<file path="src/imh_ram.sv">
module imh_ram #(
  parameter int unsigned W  = 8,
  parameter int unsigned AW = 4
) (
  input  logic          clk_i,
  input  logic          we_i,
  input  logic [AW-1:0] waddr_i,
  input  logic [W-1:0]  wdata_i,
  input  logic [AW-1:0] raddr_i,
  output logic [W-1:0]  rdata_o
);

  localparam int unsigned Depth = 1 << AW;

  logic [W-1:0] mem [Depth];

  always_ff @(posedge clk_i) begin
    if (we_i) begin
      mem[waddr_i] <= wdata_i;
    end
  end

  always_ff @(posedge clk_i) begin
    rdata_o <= mem[raddr_i];
  end

endmodule
</file>
<file path="config.mk">
export PLATFORM = sky130hd
export DESIGN_NAME = imh_ram
export DESIGN_NICKNAME = d
export VERILOG_FILES = /design/src/imh_ram.sv
export SDC_FILE = /design/constraint.sdc
export NUM_CORES = 1
export LEC_CHECK = 0
export ABC_AREA = 0
export BUFFER_PORTS_ARGS = -buffer_cell sky130_fd_sc_hd__buf_2
export CAP_MARGIN = 20
export CORE_AREA = 2 2 101 103
export CTS_CLUSTER_SIZE = 24
export DETAILED_ROUTE_END_ITERATION = 12
export DIE_AREA = 0 0 103 105
export GPL_TIMING_DRIVEN = 1
export HOLD_SLACK_MARGIN = 0.15
export PLACE_DENSITY = 0.77
export SETUP_SLACK_MARGIN = 0.05
export SLEW_MARGIN = 15
export SYNTH_ARGS = -nofsm -noshare
export SYNTH_HDL_FRONTEND = slang
export SYNTH_SLANG_ARGS = --single-unit
</file>
<file path="constraint.sdc">
create_clock -name clk_i -period 1.61 [get_ports clk_i]
set_input_delay 0.161 -clock clk_i [delete_from_list [all_inputs] [get_ports clk_i]]
set_output_delay 0.161 -clock clk_i [all_outputs]
set_load 0.02 [all_outputs]
</file>
* After elaboration in Yosys (flattened, before gate mapping)
Memory sizes are Yosys's and may differ from the RTL's. A register that Yosys moved wholly into a read port is not among the register bits. Cells that the tools add are included. Widths: inputs -> output; s select.
Storage, ports and cells: RAM bits 128, memories 1, word-level logic and storage cells 3, output and inout port bits 8, register bits after elaboration 0
Cells by class: mux-type cells 2
Memory list:
- mem | depth 16, width 8, rd ports 1, clocked after memory_dff 1, write ports 1, line 15 | logic [W-1:0] mem [Depth];
Operators by type and width (number):
- $mux 1 | 2

* Logic depth before layout (Yosys ltp)
Gate-level depths: netlist (run 1).
depth after elaboration 2, gate-level depth with buffers 5

* Least setup slack after synthesis (run 1)
No wires, ideal clock.
path kind input-to-reg, start point in waddr_i[2], end point mem mem[0][0], enable pin, path buffers 0, setup slack -0.044 ns, required time 1.227 ns, stages 2, arrival 1.271 ns, path through or3b_2 nor3_1
RTL lines:
- start: declaration | line 7 | input logic [AW-1:0] waddr_i,
- end: declaration | line 15
No word-level cell before the write port.

==> reports/qor.csv, run 1 <==
stage,metric,value,unit
outcome,outcome,"complete, no violations",
synth,post-synthesis cell area,5147,um^2
clocking,worst-skew pair later-pin latency,0.51,ns
finish,Area Growth Syn to Fin,21.24,%
power_and_ir_drop,Psw,1.574,mW
clocking,# resized after CTS,0,
floorplanning,Die H,105,um
synth,syn_nets,247,
sta,Worst-Margin Slew,0.6240,ns
synth,XOR/XNOR Fraction of Synth Area,0,%
finish,antenna diode count,0,
floorplanning,Initial Utilization,53.40,%
synth,simple-gate share of the synthesized area,3.184,%
route,Residual DRC,0,
floorplanning,die area,10820,um^2
critical_path,CP required,2.00,ns
grt,first-pass GRT wire length,14.59,mm
power_and_ir_drop,P_int,6.568,mW
synth,synthesis-stage register bit count,136,
clocking,TritonCTS Sinks,136,
power_and_ir_drop,sequential share of power,48.9,%
clocking,hold_buf cts,8,
clocking,root cell of the clock tree,clkbuf_8,
placement,dpl hpwl,6.100,mm
finish,share of cells above drive strength 1,31.61,%
synth,post-synthesis adder-cell area fraction,0,%
synth,Netlist cell types,19,
floorplanning,Site Rows,36,
sta,fin crit period,1.351,ns
finish,fin util,64.75,%
hold_path,Hold Crit Class,in2reg,
synth,top cell type by total area after synthesis,edfxtp_1,
grt,gr ovfl total,0,
sta,RSZ-0062 raised after global routing,false,
grt,largest net degree at the start of global routing,21,
power_and_ir_drop,maximum VDD drop,749.5,uV
clocking,CTS tree,built,
power_and_ir_drop,Comb pwr share,5.1,%
synth,post-synthesis sequential area ratio,77.78,%
sta,max-slew violations,0,
critical_path,Crit Path Category,reg2reg,
flow_run,max_cap viols,0,
finish,nets,315,
power_and_ir_drop,clock power share,46.0,%
sta,Max Freq,740.4,MHz
route,Iteration-0 DRC Markers,232,
clocking,clock-pin transition on the worst setup and hold timing paths,0.06,ns
clocking,CTS Buf Count,17,
route,DRT Pass-1 Iters,4,
critical_path,CP endpoint kind,flop,
route,detailed-route via count,2532,
route,Final ANT Viol Nets,0,
power_and_ir_drop,switching part of the total,19.33,%
critical_path,crit path DAT,1.74,ns
sta,"Setup violations, final",0,
floorplanning,Chip Width,103,um
power_and_ir_drop,Power per Cell Area,1305,nW/um^2
sta,clk_skew,0.01066,ns
finish,most frequent cells in the layout,"edfxtp_1 (128), buf_2 (25), buf_4 (24)",
synth,largest family of logic cells by synthesized area,multiplexers,
finish,fillers,648,
synth,Synth Area per Inst,22.48,um^2
sta,Setup WS post-layout,0.2593,ns
synth,post-synthesis cell count,229,
sta,period utilisation layout,83.89,%
power_and_ir_drop,Leakage,2.150,nW
placement,RD Place Congestion,0.7392,
clocking,Max clock buf depth,2,
route,Post-Route WL,9.651,mm
synth,multiplexer share of the synthesized area,15.02,%
clocking,H-tree Lvls,4,
synth,top cell type's share of synthesized area,74.67,%
route,routed len/inst,21.79,um
critical_path,CP Max Fanout,1,
grt,Total GRT Usage,19.33,%
sta,final hold violation count,0,
critical_path,Critical Path Start Type,flop,
placement,dpl ws,-0.01104,ns
finish,"commonest non-fill, non-tap cell in the layout",edfxtp_1,
grt,initial antenna violation count,0,
grt,vias in the first global route,2523,
clocking,post-CTS setup buffers,0,
synth,Synth Area in Compound Gates,2.333,%
placement,PortBufs,25,
route,drt via density,5.716,
sta,Slew HR,58.25,%
synth,Synth area leaders,"edfxtp_1 (75%), mux4_2 (7.9%), mux4_1 (7.1%), dfxtp_1 (3.1%), a22oi_1 (2.3%)",
synth,yosys warns,0,
floorplanning,I/O pins,26,
floorplanning,Core ar.,9639,um^2
==> worst paths after layout <==
path,start,end,slack (ns),cells past startpoint
setup reg to reg,mem[1][1]$_DFFE_PP_,rdata_o[1]$_DFF_P_,0.26,3
hold reg to reg,mem[15][5]$_DFFE_PP_,rdata_o[5]$_DFF_P_,0.67,3
setup / recovery,mem[1][1]$_DFFE_PP_,rdata_o[1]$_DFF_P_,0.26,3
hold / removal,waddr_i[0],mem[4][6]$_DFFE_PP_,0.22,3
==> layer usage <==
layer  track usage (%)  vias to the layer above  routed length, um
met5                 0                        -                  0
met4             6.015                        0                 89
met3             6.154                       11                603
met2             28.01                       94               4703
met1             28.36                     1310               4255
li1                  -                     1117                  -
==> cells by family (layout without fill, tap and decap cells) <==
group / Yosys count / count (layout)
AO/OA/AOI/OAI: 16 / 16
multiplexers: 32 / 32
buffers and inverters: 10 / 91
AND/OR/NAND/NOR: 35 / 35
flip-flops: 136 / 136
==> Yosys cell counts <==
| library cell | number |
|---|---|
| edfxtp_1 | 128 |
| mux4_2 | 18 |
| a22oi_1 | 16 |
| mux4_1 | 14 |
| nor2_1 | 13 |
| nand2_1 | 9 |
| dfxtp_1 | 8 |
| nor3_1 | 4 |
| buf_2 | 3 |
| buf_6 | 3 |
| clkdlybuf4s25_2 | 3 |
| nand2b_1 | 2 |
| nand3b_1 | 2 |
| and2_1 | 1 |
| and2b_1 | 1 |
| buf_4 | 1 |
| nand3_1 | 1 |
| nor2b_1 | 1 |
| or3b_2 | 1 |
==> power by group through the flow <==
stage	sequential [mW]	clock, mW	combinational, mW
2_1_floorplan	4.08	0	0.201
6_report	3.98	3.74	0.417
3_3_place_gp	4.05	0	0.389
5_1_grt	3.99	3.93	0.453
3_5_place_dp	4.06	0	0.402
4_1_cts	3.98	3.79	0.422
==> stage by stage <==
step	hold slack (ns)	cells	setup TNS [ns]	cell area [um^2]	total power [mW]
2_1_floorplan	0.2599	229	0	5152	4.279
3_3_place_gp	0.5428	403	0	5578	4.443
3_5_place_dp	0.5569	403	-0.01104	5578	4.458
4_1_cts	0.1956	443	0	6241	8.194
5_1_grt	0.2121	443	0	6241	8.376
6_report	0.2179	443	0	6241	8.143
==> critical path, stage by stage (launching register included) <==
cell and delay [ns]:
edfxtp_1 0.36, mux4_1 0.51, a22oi_1 0.26, nand2_1 0.11
==> layout make-up <==
class                           count  area (um^2)  share of cell area (%)
Tap cell                          133        166.4                   2.666
Timing Repair Buffer               59        425.4                   6.816
Sequential cell                   136         4004                   64.15
Multi-Input combinational cell     83         1062                   17.02
Clock buffer                       23        456.7                   7.318
Clock inverter                      9        126.4                   2.025
==> state kept, by name, summed over array words and instances, names as in the netlist <==
signal and cells:
rdata_o 8, mem 128
(Power assumes the default switching activity.)
==> run 2, diff against run 1 <==
==> constraint.sdc (replaced) <==
create_clock -name clk_i -period 1.2 [get_ports clk_i]
set_input_delay 0.12 -clock clk_i [delete_from_list [all_inputs] [get_ports clk_i]]
set_output_delay 0.12 -clock clk_i [all_outputs]
set_load 0.02 [all_outputs]
==> reports/qor.csv, run 2 (synthesis gave the netlist of run 1 again) <==
stage,metric,value,unit
outcome,outcome,"finished, violations left",
outcome,failing checks,negative setup slack,
critical_path,crit path DAT,1.69,ns
route,Final ANT Viol Nets,0,
route,drt via density,5.743,
route,Post-Route WL,10.33,mm
clocking,post-CTS setup buffers,0,
power_and_ir_drop,Power per Cell Area,1704,nW/um^2
clocking,Max clock buf depth,2,
sta,max-slew violations,0,
clocking,TritonCTS Sinks,136,
finish,antenna diode count,0,
grt,vias in the first global route,2704,
flow_run,max_cap viols,0,
placement,PortBufs,25,
clocking,worst-skew pair later-pin latency,0.51,ns
finish,share of cells above drive strength 1,44.10,%
placement,dpl hpwl,6.628,mm
floorplanning,I/O pins,26,
hold_path,Hold Crit Class,in2reg,
finish,Area Growth Syn to Fin,25.21,%
route,routed len/inst,22.70,um
critical_path,cell count of the worst reg-to-reg path,3,
finish,cell area after layout,6445,um^2
finish,largest reg by FF count,mem,
finish,most frequent cells in the layout,"edfxtp_1 (128), buf_4 (35), mux4_2 (31)",
critical_path,end of the critical path,rdata_o[7]$_DFF_P_,
power_and_ir_drop,Leakage,2.197,nW
critical_path,Critical Path Start Type,flop,
placement,dpl ws,-0.4446,ns
clocking,clock-pin transition on the worst setup and hold timing paths,0.06,ns
critical_path,CP endpoint kind,flop,
clocking,CTS Buf Count,17,
critical_path,R2R Setup Slk,-0.10,ns
finish,Largest regs,"mem (128), rdata_o (8)",
grt,gr ovfl total,0,
floorplanning,die area,10820,um^2
critical_path,FF-to-FF End,rdata_o[7]$_DFF_P_,
placement,Placed Cells,415,
grt,Total GRT Usage,21.49,%
floorplanning,Site Rows,36,
sta,clk_skew,0.003568,ns
route,Iteration-0 DRC Markers,202,
grt,first-pass GRT wire length,15.99,mm
critical_path,Crit Path Category,reg2reg,
finish,Non-Filler Instances,455,
sta,fin crit period,1.302,ns
power_and_ir_drop,maximum VDD drop,829.0,uV
grt,largest net degree at the start of global routing,17,
critical_path,CP required,1.59,ns
sta,period utilisation layout,108.5,%
sta,Final TNS setup,-0.4859,ns
route,detailed-route via count,2613,
placement,RD Place Congestion,0.7840,
clocking,CTS tree,built,
floorplanning,Initial Utilization,53.40,%
route,Residual DRC,0,
finish,"commonest non-fill, non-tap cell in the layout",edfxtp_1,
finish,fillers,632,
critical_path,CP Max Fanout,1,
finish,multi-input logic area,1095,um^2
sta,final hold violation count,0,
finish,number of flip-flops under the largest register name,128,
placement,placed cell areas,5708,um^2
critical_path,Critical path origin,mem[10][7]$_DFFE_PP_,
sta,Slew HR,37.17,%
clocking,root cell of the clock tree,clkbuf_8,
sta,Worst-Margin Slew,0.9406,ns
critical_path,RR Startpoint,mem[10][7]$_DFFE_PP_,
sta,Max Freq,767.8,MHz
route,DRT Pass-1 Iters,5,
sta,RSZ-0062 raised after global routing,true,
floorplanning,Core ar.,9639,um^2
sta,Setup WS post-layout,-0.1024,ns
grt,initial antenna violation count,0,
finish,nets,328,
floorplanning,Chip Width,103,um
sta,worst hold margin,0.2056,ns
finish,Reg area,4009,um^2
clocking,H-tree Lvls,4,
sta,"Setup violations, final",8,
floorplanning,Die H,105,um
-- run 2: changes by cell type in the layout (fill, tap and decap cells not counted), moves of 7 or more --
cell     change
a22oi_2     +10
mux4_2      +13
buf_2        -7
a22oi_1     -10
mux4_1      -13
buf_4       +11
-- run 2: layout make-up --
type,instances,area share [%]
Sequential cell,136,62.20
Multi-Input combinational cell,83,16.99
Timing Repair Buffer,72,9.435
Clock buffer,21,6.814
Tap cell,133,2.582
Clock inverter,10,1.980
-- run 2: power breakdown --
part / switching (mW) / internal [mW] / total, mW / leakage [nW]
clock: 1.77 / 3.18 / 4.95 / 0.273
sequential: 0.0470 / 5.32 / 5.36 / 1.22
combinational: 0.353 / 0.320 / 0.673 / 0.700
-- run 2: worst min-delay path by stage --
| stage | start | to | slack (ns) | cells after the start |
|---|---|---|---|---|
| 2_1_floorplan | wdata_i[0] | mem[0][0]$_DFFE_PP_ | 0.22 | 0 |
| 3_3_place_gp | wdata_i[2] | mem[10][2]$_DFFE_PP_ | 0.51 | 1 |
| 3_5_place_dp | wdata_i[2] | mem[9][2]$_DFFE_PP_ | 0.52 | 1 |
| 4_1_cts | waddr_i[1] | mem[8][3]$_DFFE_PP_ | 0.18 | 3 |
| 5_1_grt | waddr_i[0] | mem[8][3]$_DFFE_PP_ | 0.19 | 3 |
| 6_report | waddr_i[1] | mem[8][7]$_DFFE_PP_ | 0.21 | 3 |
-- run 2: per-layer routing --
metal | global-route usage [%] | share of wire (%)
met5 | 0 | 0
met4 | 7.519 | 2.1
met3 | 6.020 | 7.3
met2 | 32.65 | 50
met1 | 30.11 | 41
-- run 2: through the flow --
| step | power (mW) | util (%) |
|---|---|---|
| floorplan | 5.769 | - |
| global placement | 6.032 | 59.22 |
| detailed placement | 6.053 | 59.22 |
| CTS | 11.03 | 66.67 |
| global route | 11.31 | 66.86 |
| finish | 10.99 | 66.86 |
-- run 2: timing repair --
action,4_1_cts,5_1_grt
endpoints found under the hold margin,129,0
hold buffers,9,0
pin swaps,5,4
setup endpoints to repair,13,13
gates resized for setup,20,7
-- run 2: critical path: stages, from the launching register on --
cell and delay [ns]:
edfxtp_1 0.40, mux4_2 0.51, a22oi_2 0.18, nand2_1 0.09
==> run 3, diff against run 2 <==
--- a/config.mk
+++ b/config.mk
@@ -16,6 +16,7 @@
 export HOLD_SLACK_MARGIN = 0.15
 export PLACE_DENSITY = 0.77
 export SETUP_SLACK_MARGIN = 0.05
+export SKIP_LAST_GASP = 1
 export SLEW_MARGIN = 15
 export SYNTH_ARGS = -nofsm -noshare
 export SYNTH_HDL_FRONTEND = slang
==> reports/qor.csv, run 3 (synthesis gave the netlist of run 1 again) <==
stage,metric,value,unit
outcome,outcome,"finished, violations left",
outcome,failing checks,negative setup slack,
power_and_ir_drop,Pwr Total,10.99,mW
flow_run,max_cap viols,0,
critical_path,RR Startpoint,mem[10][7]$_DFFE_PP_,
critical_path,CP endpoint kind,flop,
placement,dpl ws,-0.4446,ns
grt,Total GRT Usage,21.49,%
finish,share of cells above drive strength 1,44.10,%
floorplanning,die area,10820,um^2
sta,fin crit period,1.303,ns
finish,nets,328,
placement,dpl hpwl,6.628,mm
route,routed len/inst,22.72,um
clocking,CTS tree,built,
finish,most frequent cells in the layout,"edfxtp_1 (128), buf_4 (35), mux4_2 (31)",
clocking,TritonCTS Sinks,136,
power_and_ir_drop,maximum VDD drop,829.0,uV
floorplanning,Core ar.,9639,um^2
grt,first-pass GRT wire length,15.99,mm
floorplanning,Site Rows,36,
sta,max-slew violations,0,
power_and_ir_drop,P_int,8.816,mW
power_and_ir_drop,Leakage,2.197,nW
grt,initial antenna violation count,0,
floorplanning,Die H,105,um
clocking,worst-skew pair later-pin latency,0.51,ns
route,Iteration-0 DRC Markers,205,
power_and_ir_drop,Power per Cell Area,1705,nW/um^2
route,drt via density,5.754,
power_and_ir_drop,sequential share of power,48.8,%
sta,final hold violation count,0,
critical_path,Critical path origin,mem[10][7]$_DFFE_PP_,
sta,clk_skew,0.003562,ns
clocking,H-tree Lvls,4,
route,Residual DRC,0,
power_and_ir_drop,switching part of the total,19.78,%
finish,fillers,632,
placement,placed cell areas,5708,um^2
route,Post-Route WL,10.34,mm
critical_path,Crit Path Category,reg2reg,
floorplanning,I/O pins,26,
floorplanning,Chip Width,103,um
finish,Largest regs,"mem (128), rdata_o (8)",
sta,Slew HR,37.13,%
clocking,Max clock buf depth,2,
hold_path,Hold Crit Start,waddr_i[1],
sta,"Setup violations, final",8,
grt,gr ovfl total,0,
placement,PortBufs,25,
clocking,clock-pin transition on the worst setup and hold timing paths,0.06,ns
finish,number of flip-flops under the largest register name,128,
floorplanning,Initial Utilization,53.40,%
critical_path,Critical Path Start Type,flop,
placement,RD Place Congestion,0.7840,
finish,antenna diode count,0,
clocking,root cell of the clock tree,clkbuf_8,
critical_path,CP Max Fanout,1,
critical_path,crit path DAT,1.69,ns
sta,period utilisation layout,108.6,%
route,DRT Pass-1 Iters,5,
finish,largest reg by FF count,mem,
clocking,CTS Buf Count,17,
sta,Worst-Margin Slew,0.9410,ns
sta,Setup WS post-layout,-0.1035,ns
sta,Max Freq,767.2,MHz
finish,cell area after layout,6445,um^2
critical_path,CP required,1.59,ns
grt,largest net degree at the start of global routing,17,
power_and_ir_drop,Comb pwr share,6.1,%
hold_path,Hold Crit Class,in2reg,
sta,worst hold margin,0.2056,ns
route,Final ANT Viol Nets,0,
power_and_ir_drop,clock power share,45.1,%
sta,Final TNS setup,-0.4876,ns
sta,RSZ-0062 raised after global routing,true,
grt,vias in the first global route,2704,
power_and_ir_drop,Psw,2.174,mW
route,detailed-route via count,2618,
finish,"commonest non-fill, non-tap cell in the layout",edfxtp_1,
finish,Area Growth Syn to Fin,25.21,%
==> run 3: layout make-up <==
class / count / area, um^2 / share of cell area, %
tap: 133 / 166.4 / 2.582
multi-input combinational: 83 / 1095 / 16.99
clock buffer: 21 / 439.2 / 6.814
clock inverter: 10 / 127.6 / 1.980
sequential: 136 / 4009 / 62.20
timing repair buffer: 72 / 608.1 / 9.435
==> run 3: worst paths after layout <==
| check | to | slack [ns] | cells past startpoint |
|---|---|---|---|
| max | rdata_o[7]$_DFF_P_ | -0.10 | 3 |
| min reg2reg | rdata_o[2]$_DFF_P_ | 0.67 | 3 |
| max reg2reg | rdata_o[7]$_DFF_P_ | -0.10 | 3 |
| min | mem[8][7]$_DFFE_PP_ | 0.21 | 3 |
==> run 3: through the flow <==
step	instances	utilization (%)
after CTS	455	66.67
final	455	66.86
after detailed placement	415	59.22
after global routing	455	66.86
after global placement	415	59.22
after floorplan	229	-
==> run 3: critical path, stage by stage (launching register included) <==
cell,delay [ns]
edfxtp_1,0.40
mux4_2,0.51
a22oi_2,0.18
nand2_1,0.09
==> run 3: power by group through the flow <==
stage | logic (mW) | clock network [mW] | registers, mW
after floorplan | 0.297 | 0 | 5.47
after global placement | 0.584 | 0 | 5.45
after detailed placement | 0.603 | 0 | 5.45
after CTS | 0.666 | 5.00 | 5.36
after global routing | 0.724 | 5.21 | 5.37
final | 0.673 | 4.95 | 5.36
==> run 3: timing repair <==
action,in CTS,in global routing
hold buffers,9,0
endpoints found under the hold margin,129,0
endpoints found under the setup margin,13,13
pin swaps,4,2
buffers inserted,0,0
resized for setup,20,7
==> run 3: metal layers <==
layer	global-route usage, %	wire length [um]
met4	7.519	212
met1	30.11	4253
met5	0	0
met3	6.020	757
met2	32.65	5116
